===== src/hw/rtl/lpfc_pkg.sv =====
`default_nettype none

package lpfc_pkg;

   localparam int unsigned BYTE_W   = 8;
   localparam int unsigned LEN_W    = 32;
   localparam int unsigned STATUS_W = 3;
   localparam int unsigned COUNT_W  = 3;

   // Number of bytes in the length header and in the checksum trailer.
   localparam logic [COUNT_W-1:0] FIELD_BYTES = 3'd4;

   localparam logic [LEN_W-1:0] MAX_LENGTH_RESET = 32'd1048576;

   // Result status codes.
   localparam logic [STATUS_W-1:0] ST_HEADER  = 3'd0;
   localparam logic [STATUS_W-1:0] ST_PAYLOAD = 3'd1;
   localparam logic [STATUS_W-1:0] ST_CHECK   = 3'd2;
   localparam logic [STATUS_W-1:0] ST_GOOD    = 3'd3;
   localparam logic [STATUS_W-1:0] ST_BAD     = 3'd4;

   // A received byte held in the input register.
   typedef struct packed {
      logic              valid;
      logic [BYTE_W-1:0] data;
   } lpfc_beat_type;

   // One result beat.
   typedef struct packed {
      logic [STATUS_W-1:0] status;
      logic [BYTE_W-1:0]   payload_byte;
      logic [LEN_W-1:0]    frame_length;
   } lpfc_result_type;

endpackage

`default_nettype wire


===== src/hw/rtl/lpfc_core.sv =====
`default_nettype none

module lpfc_core #(
   parameter int unsigned CHECKSUM_BITS = 32
) (
   input  wire logic                    clock,
   input  wire logic                    reset,
   input  wire logic                    csr_write,
   input  wire logic [31:0]             csr_data,
   input  wire lpfc_pkg::lpfc_beat_type beat,
   output logic                         advance,
   output logic                         out_valid,
   input  wire logic                    out_ready,
   output lpfc_pkg::lpfc_result_type    result
);
   import lpfc_pkg::*;

   localparam int unsigned CMP_W = (CHECKSUM_BITS > LEN_W) ? CHECKSUM_BITS : LEN_W;

   logic [LEN_W-1:0]         max_length_ff, max_length_in;
   logic [LEN_W-1:0]         length_ff, length_in;
   logic [COUNT_W-1:0]       count_ff, count_in;
   logic [LEN_W-1:0]         position_ff, position_in;
   logic [CHECKSUM_BITS-1:0] sum_ff, sum_in;
   logic [LEN_W-1:0]         expected_ff, expected_in;
   logic                     out_valid_ff, out_valid_in;
   lpfc_result_type          result_ff, result_in;

   logic                     fire;
   logic [LEN_W+BYTE_W-1:0]  header_next;
   logic                     header_over;
   logic [CHECKSUM_BITS-1:0] sum_add;
   logic [LEN_W-1:0]         expected_next;
   logic [COUNT_W-1:0]       count_next;
   logic                     sum_match;
   logic                     in_header;
   logic                     payload_first;
   logic                     payload_more;
   logic                     in_trailer;

   assign advance   = !out_valid_ff || out_ready;
   assign fire      = advance && beat.valid;
   assign out_valid = out_valid_ff;
   assign result    = result_ff;

   always_comb begin
      header_next   = {length_ff, beat.data};
      header_over   = header_next > {{BYTE_W{1'b0}}, max_length_ff};
      sum_add       = sum_ff + CHECKSUM_BITS'(beat.data);
      expected_next = (count_ff < FIELD_BYTES) ? {expected_ff[LEN_W-BYTE_W-1:0], beat.data}
                                               : expected_ff;
      count_next    = (count_ff < FIELD_BYTES) ? count_ff + 3'd1 : count_ff;
      sum_match     = CMP_W'(expected_next) == CMP_W'(sum_ff);

      in_header     = (position_ff == '0) && (count_ff < FIELD_BYTES);
      payload_first = (length_ff != '0) && (position_ff == '0) && (count_ff == FIELD_BYTES);
      payload_more  = (position_ff != '0) && (position_ff < length_ff) && (count_ff == '0);
      in_trailer    = (position_ff != '0) && (position_ff == length_ff);
   end

   always_comb begin
      max_length_in = csr_write ? csr_data : max_length_ff;
      length_in     = length_ff;
      count_in      = count_ff;
      position_in   = position_ff;
      sum_in        = sum_ff;
      expected_in   = expected_ff;
      out_valid_in  = advance ? beat.valid : out_valid_ff;
      result_in     = result_ff;

      if (fire) begin
         // Anything not matched below is an error: the frame state clears.
         result_in.status       = ST_BAD;
         result_in.payload_byte = '0;
         result_in.frame_length = '0;
         length_in              = '0;
         count_in               = '0;
         position_in            = '0;
         sum_in                 = '0;
         expected_in            = '0;

         if (in_header) begin
            if (!header_over) begin
               length_in        = header_next[LEN_W-1:0];
               count_in         = count_ff + 3'd1;
               result_in.status = ST_HEADER;
            end
         end else if (payload_first) begin
            if (length_ff <= max_length_ff) begin
               position_in            = 32'd1;
               length_in              = length_ff;
               sum_in                 = sum_add;
               result_in.status       = ST_PAYLOAD;
               result_in.payload_byte = beat.data;
            end
         end else if (payload_more) begin
            length_in              = length_ff;
            position_in            = position_ff + 32'd1;
            sum_in                 = sum_add;
            result_in.status       = ST_PAYLOAD;
            result_in.payload_byte = beat.data;
         end else if (in_trailer) begin
            if (count_next < FIELD_BYTES) begin
               length_in        = length_ff;
               position_in      = position_ff;
               sum_in           = sum_ff;
               expected_in      = expected_next;
               count_in         = count_next;
               result_in.status = ST_CHECK;
            end else if (sum_match) begin
               result_in.status       = ST_GOOD;
               result_in.frame_length = length_ff;
            end
         end
      end
   end

   always_ff @(posedge clock) begin
      if (reset) begin
         max_length_ff <= MAX_LENGTH_RESET;
         length_ff     <= '0;
         count_ff      <= '0;
         position_ff   <= '0;
         sum_ff        <= '0;
         expected_ff   <= '0;
         out_valid_ff  <= 1'b0;
      end else begin
         max_length_ff <= max_length_in;
         length_ff     <= length_in;
         count_ff      <= count_in;
         position_ff   <= position_in;
         sum_ff        <= sum_in;
         expected_ff   <= expected_in;
         out_valid_ff  <= out_valid_in;
      end
   end

   always_ff @(posedge clock) begin
      result_ff <= result_in;
   end

endmodule

`default_nettype wire


===== config.mk =====
export PLATFORM = sky130hd
export DESIGN_NAME = lpfc_core
export DESIGN_NICKNAME = d
export VERILOG_FILES = /design/src/hw/rtl/lpfc_pkg.sv /design/src/hw/rtl/lpfc_core.sv
export SDC_FILE = /design/constraint.sdc
export NUM_CORES = 1
export LEC_CHECK = 0
export BUFFER_PORTS_ARGS = -buffer_cell sky130_fd_sc_hd__buf_2
export CORE_UTILIZATION = 40
export CTS_CLUSTER_SIZE = 10
export DETAILED_ROUTE_END_ITERATION = 12
export PLACE_DENSITY = 0.59
export SETUP_SLACK_MARGIN = 0.4
export SLEW_MARGIN = 20
export SYNTH_ARGS = -nofsm -noshare
export SYNTH_HDL_FRONTEND = slang
export SYNTH_SLANG_ARGS = --single-unit

===== constraint.sdc =====
create_clock -name clock -period 3.5 [get_ports clock]
set_clock_uncertainty 0.05 [all_clocks]
set_input_delay 0.875 -clock clock [delete_from_list [all_inputs] [get_ports clock]]
set_output_delay 0.875 -clock clock [all_outputs]
set_load 0.1 [all_outputs]

* Word level (Yosys, flattened, before mapping) *
Cells that the tools add are included.

cells by class
  $add $sub $neg = 3
  $mul = 0
  divide/modulo/power cells = 0
  $lt $le $gt $ge = 5
  equal/unequal tests = 7
  shifts and indexed selects = 0
  multiplexer cells = 37
  bitwise logic cells = 2
  reduce and logical (&&, ||, !) cells = 16

operator list
  kind                                                              number
  32-bit two-way mux                                                20
  32-bit equality test                                              2
  32-bit nonzero test                                               2
  40-bit by 32-bit greater-than comparator with 1-bit output        1
  3-bit two-way mux                                                 13
  32-bit by 1-bit adder with 32-bit output (second input constant)  1
  32-bit by 8-bit adder with 32-bit output                          1
  32-bit less-or-equal comparator                                   1
  32-bit zero test                                                  1
  32-bit < comparator                                               1
  11-bit two-way mux                                                2
  8-bit two-way mux                                                 1
  1-bit logical AND                                                 7
  3-bit < comparator (second input constant)                        2
  3-bit inequality test (second input constant)                     2
  6-bit OR reduction                                                1
  5-bit inequality test (second input constant)                     1
  4-bit inequality test (second input constant)                     1
  4-bit AND reduction                                               1
  3-bit by 1-bit adder with 3-bit output (second input constant)    1
  3-bit equality test (second input constant)                       1
  3-bit zero test                                                   1
  1-bit inverter                                                    2
  2-bit AND reduction                                               1
  3 further kinds                                                   3

storage, ports and cells
  register bits after elaboration = 207
  latch bits = 0
  bits in writable memories = 0
  ROM bits = 0
  input bits = 45
  output and inout port bits = 45
  logic and storage cells = 80
  memories = 0

* Logic depth before layout (Yosys ltp) *
  depth after elaboration = 9
  mapped depth = 12
  gate-level depth less buffers = 10

* Worst setup path before layout *
No wires, ideal clock.

  kind = in2reg
  start = in out_ready
  end = reg expected_ff[11]
  arrival time = 4.376 ns
  slack = -1.043 ns
  stages = 8
  buffers on the path = 2
  cell sequence = nand2b_1 nand2_1 inv_1 o21ai_2 and2_1 buf_2 buf_2 a22o_1

between the ends
  longest elaborated chain between the ends = 2

ends and longest elaborated chain
  item                    line              RTL
  start: declaration      lpfc_core.sv:13   input wire logic out_ready,
  1-bit logical OR        lpfc_core.sv:41   assign advance = !out_valid_ff || out_ready;
  1-bit logical AND       lpfc_core.sv:42   assign fire = advance && beat.valid;
  named net fire          lpfc_core.sv:29   logic fire;
  end signal: assignment  lpfc_core.sv:133  expected_ff <= expected_in;
  end: declaration        lpfc_core.sv:25   logic [LEN_W-1:0] expected_ff, expected_in;

The timed path passes the listed nets, and every way through them passes these cells.
A chain may end at the register's enable or synchronous reset.

* Worst setup path after layout *
  start = reg length_ff[1]
  end = reg result_ff (netlist bit result[15]), data pin

between the ends
  longest elaborated chain between the ends = 4

ends and longest elaborated chain
  item                                         line                                               RTL
  start: declaration                           lpfc_core.sv:21                                    logic [LEN_W-1:0] length_ff, length_in;
  start signal: assignment                     lpfc_core.sv:129                                   length_ff <= length_in;
  32-bit < comparator (tied with other cells)  lpfc_core.sv:57                                    payload_more = (position_ff != '0) && (position_ff < length_ff) && (count_ff == '0);
  1-bit logical AND (on tied branches)         lpfc_core.sv:57, lpfc_core.sv:56, lpfc_core.sv:58
  1-bit logical AND (tied with other cells)    lpfc_core.sv:57
  6-bit OR reduction (no line) *               -
  end signal: assignment                       lpfc_core.sv:139                                   result_ff <= result_in;
  end: declaration                             lpfc_core.sv:27                                    lpfc_result_type result_ff, result_in;

Mark *: on every way between the ends. The rest lies on a longest branch, timed or not.

==> impl_metrics.json <==
{
  "synth-main-ff-cell": "dfxtp_1",
  "finalWeightedCongestion": 0.904,
  "n_fill_cell": 2938,
  "area_delta_synth_final_pct": 17.9,
  "netlist.area_leader.share": 0.273,
  "clk_latency_ns": 0.54,
  "power_density_nw_per_um2": 446,
  "die_h_um": 175,
  "p_leak_nw": 5.69,
  "path_class": "reg -> reg",
  "cts_buffers": 26,
  "dr.pass1.iters": 5,
  "finalSetupViolations": 0,
  "drc": 0,
  "min_from": "count_ff[1]$_SDFFE_PP0P_",
  "synth_warnings": 0,
  "nets": 1590,
  "ys_top_cells_by_count": "164 x dfxtp_1, 121 x nor2_1, 109 x ha_1, 97 x a21oi_1, 82 x inv_1",
  "ioPinCount": 90,
  "end_kind": "flip-flop",
  "setup-tns-final_ns": 0,
  "numClockSinks": 207,
  "hold_buffers": 0,
  "drtIter0Drc": 842,
  "rsz0062_at_grt": "false",
  "grt_pass1_vias": 9777,
  "holdWs_ns": 0.434,
  "cts_tree": "done",
  "min_path_type": "reg -> reg",
  "grt_usage": 0.222,
  "grt-ovfl-total": 0,
  "start_util": 0.406,
  "grt_start_max_net_pins": 49,
  "drive_above_1_share": 0.170,
  "wl_per_cell_um": 18.7,
  "antenna_found_initial": 0,
  "async_flop_share": 0,
  "ys_seq_elements": 207,
  "crit_path_start_kind": "flip-flop",
  "core-area_sq_um": 29600,
  "via_per_inst": 5.65,
  "cts_max_level": 1,
  "crit_fanout": 29,
  "die_x_um": 175,
  "ys_types": 84,
  "r2r_start": "length_ff[1]$_SDFFE_PP0P_",
  "yosysTopAreaCell": "dfxtp_1",
  "cts_buffer_depth": 3,
  "min_period_ns": 3.08,
  "hold_depth": 2,
  "cp.required_ns": 3.73,
  "dp_hpwl_mm": 25.5,
  "report.final.slew_viol_count": 0,
  "vias": 10400,
  "row_count": 63,
  "synth.avg_cell_area_sq_um": 9.24,
  "root_buffer": "clkbuf_16",
  "ir_worst_vdd_uv": 354,
  "ys_seq_area_frac": 0.380,
  "timing_hold_violations_final": 0,
  "diodes": 0,
  "ant_nets": 0,
  "cap_violations": 0,
  "clk_pin_slew_worst_paths_ns": 0.06,
  "numPortBuffers": 89,
  "grt_pass1_wl_mm": 54.0,
  "dieArea_sq_um": 30800,
  "routed_wl_mm": 34.5,
  "relSlewSlack": 0.371,
  "synth_most_common_cell": "dfxtp_1",
  "synth_area_sq_um": 12000,
  "r2r_slack_ns": 0.42,
  "fin_crit_sh": 0.879,
  "synthTopCellsByArea": "dfxtp_1 27%, ha_1 11%, edfxtp_1 11%, mux2i_1 5.1%, a22o_1 4.2%",
  "fmax_mhz": 325,
  "reg2reg_to": "result[15]$_SDFFCE_PP0P_",
  "synth-edff-count": 43,
  "tightest_slew_ns": 0.943,
  "cp_data_arrival_time_ns": 3.31,
  "cp-startpoint": "length_ff[1]$_SDFFE_PP0P_",
  "synth_cells": 1303,
  "holdPathEnd": "count_ff[1]$_SDFFE_PP0P_",
  "reg2reg_depth": 10,
  "synth_fp_nets": 1458,
  "fin_util": 0.479,
  "outcome": "complete, no violations"
}
flip-flops by register name, summed over array words and instances (netlist names):
signal and flops:
out_valid 1, sum_ff 32, result 43, expected_ff 32, count_ff 3, position_ff 32, max_length_ff 32, length_ff 32
placed cells by master (no fill, tap or decap), types with 43 or more instances in the layout:
master	instances
dfxtp_1	161
a22o_1	58
nand2_1	66
nor3_1	49
ha_1	109
a21oi_1	97
nor2_1	121
buf_2	88
inv_1	81
edfxtp_1	43
buf_4	69
mux2i_1	61
cells by family (layout without fill, tap and decap cells):
group	Yosys count	count (layout)	synth area share
adders and majority gates	110	110	0.115
buffers and inverters	145	295	0.0533
muxes	62	62	0.0516
AOI/OAI and AO/OA	282	282	0.164
xor gates and xnor gates	53	53	0.0386
DFF	207	207	0.380
and+or+nand+nor	444	444	0.198
critical path, cell delays in order, from the launching register on:
cell,delay [ns]
dfxtp_1,0.34
buf_4,0.17
nor4_1,0.66
nand4_1,0.18
nor3_1,0.28
buf_4,0.19
nor3_2,0.05
inv_2,0.07
nand2_1,0.19
buf_6,0.26
nor3_1,0.38
where the power goes:
part	leakage (nW)	switching [W]	internal (W)	total, W
Sequential	1.77	0.0000555	0.00252	0.00257
Clock	0.374	0.00101	0.00147	0.00248
Combinational	3.55	0.000857	0.000421	0.00128
Total	5.69	0.00192	0.00441	0.00633
layout make-up:
class,count,area (sq um),area share
multi-input cells,951,6920,0.487
flip-flops and latches,207,4580,0.323
clock inverters,3,11.3,0.000793
inverters,84,319,0.0225
repair buffers,165,1110,0.0782
well taps,390,488,0.0344
clock buffers,43,766,0.0539
worst max path at each step:
stage,endpoint,slack [ns],cells after the start
global placement,sum_ff[30]$_SDFFE_PP0P_,0.24,10
floorplan,sum_ff[1]$_SDFFE_PP0P_,0.34,9
detailed placement,sum_ff[30]$_SDFFE_PP0P_,0.17,10
finish,result[15]$_SDFFCE_PP0P_,0.42,10
global route,length_ff[14]$_SDFFE_PP0P_,0.38,10
CTS,length_ff[26]$_SDFFE_PP0P_,0.42,9
metal layers:
metal,global-route usage,part of all wire,vias to the layer above
li1,-,-,5058
met1,0.299,0.46,4964
met2,0.369,0.46,329
met3,0.0346,0.058,58
met4,0.0558,0.024,0
met5,0,0,-
repair_timing:
action / CTS / global route
pin swaps: 0 / 5
endpoints found under the setup margin: 1 / 105
buffers inserted: 0 / 8
resized for setup: 1 / 13
per-stage QoR:
stage | instances | cell area [sq um] | setup slack, ns | total power (W)
after floorplan | 1303 | 12100 | 0.342 | 0.00348
after global placement | 1789 | 13300 | 0.239 | 0.00382
after detailed placement | 1789 | 13300 | 0.168 | 0.00384
after CTS | 1835 | 14000 | 0.420 | 0.00633
after global routing | 1843 | 14200 | 0.381 | 0.00658
final | 1843 | 14200 | 0.423 | 0.00633
Note: power is estimated with default switching activity, not from simulation.
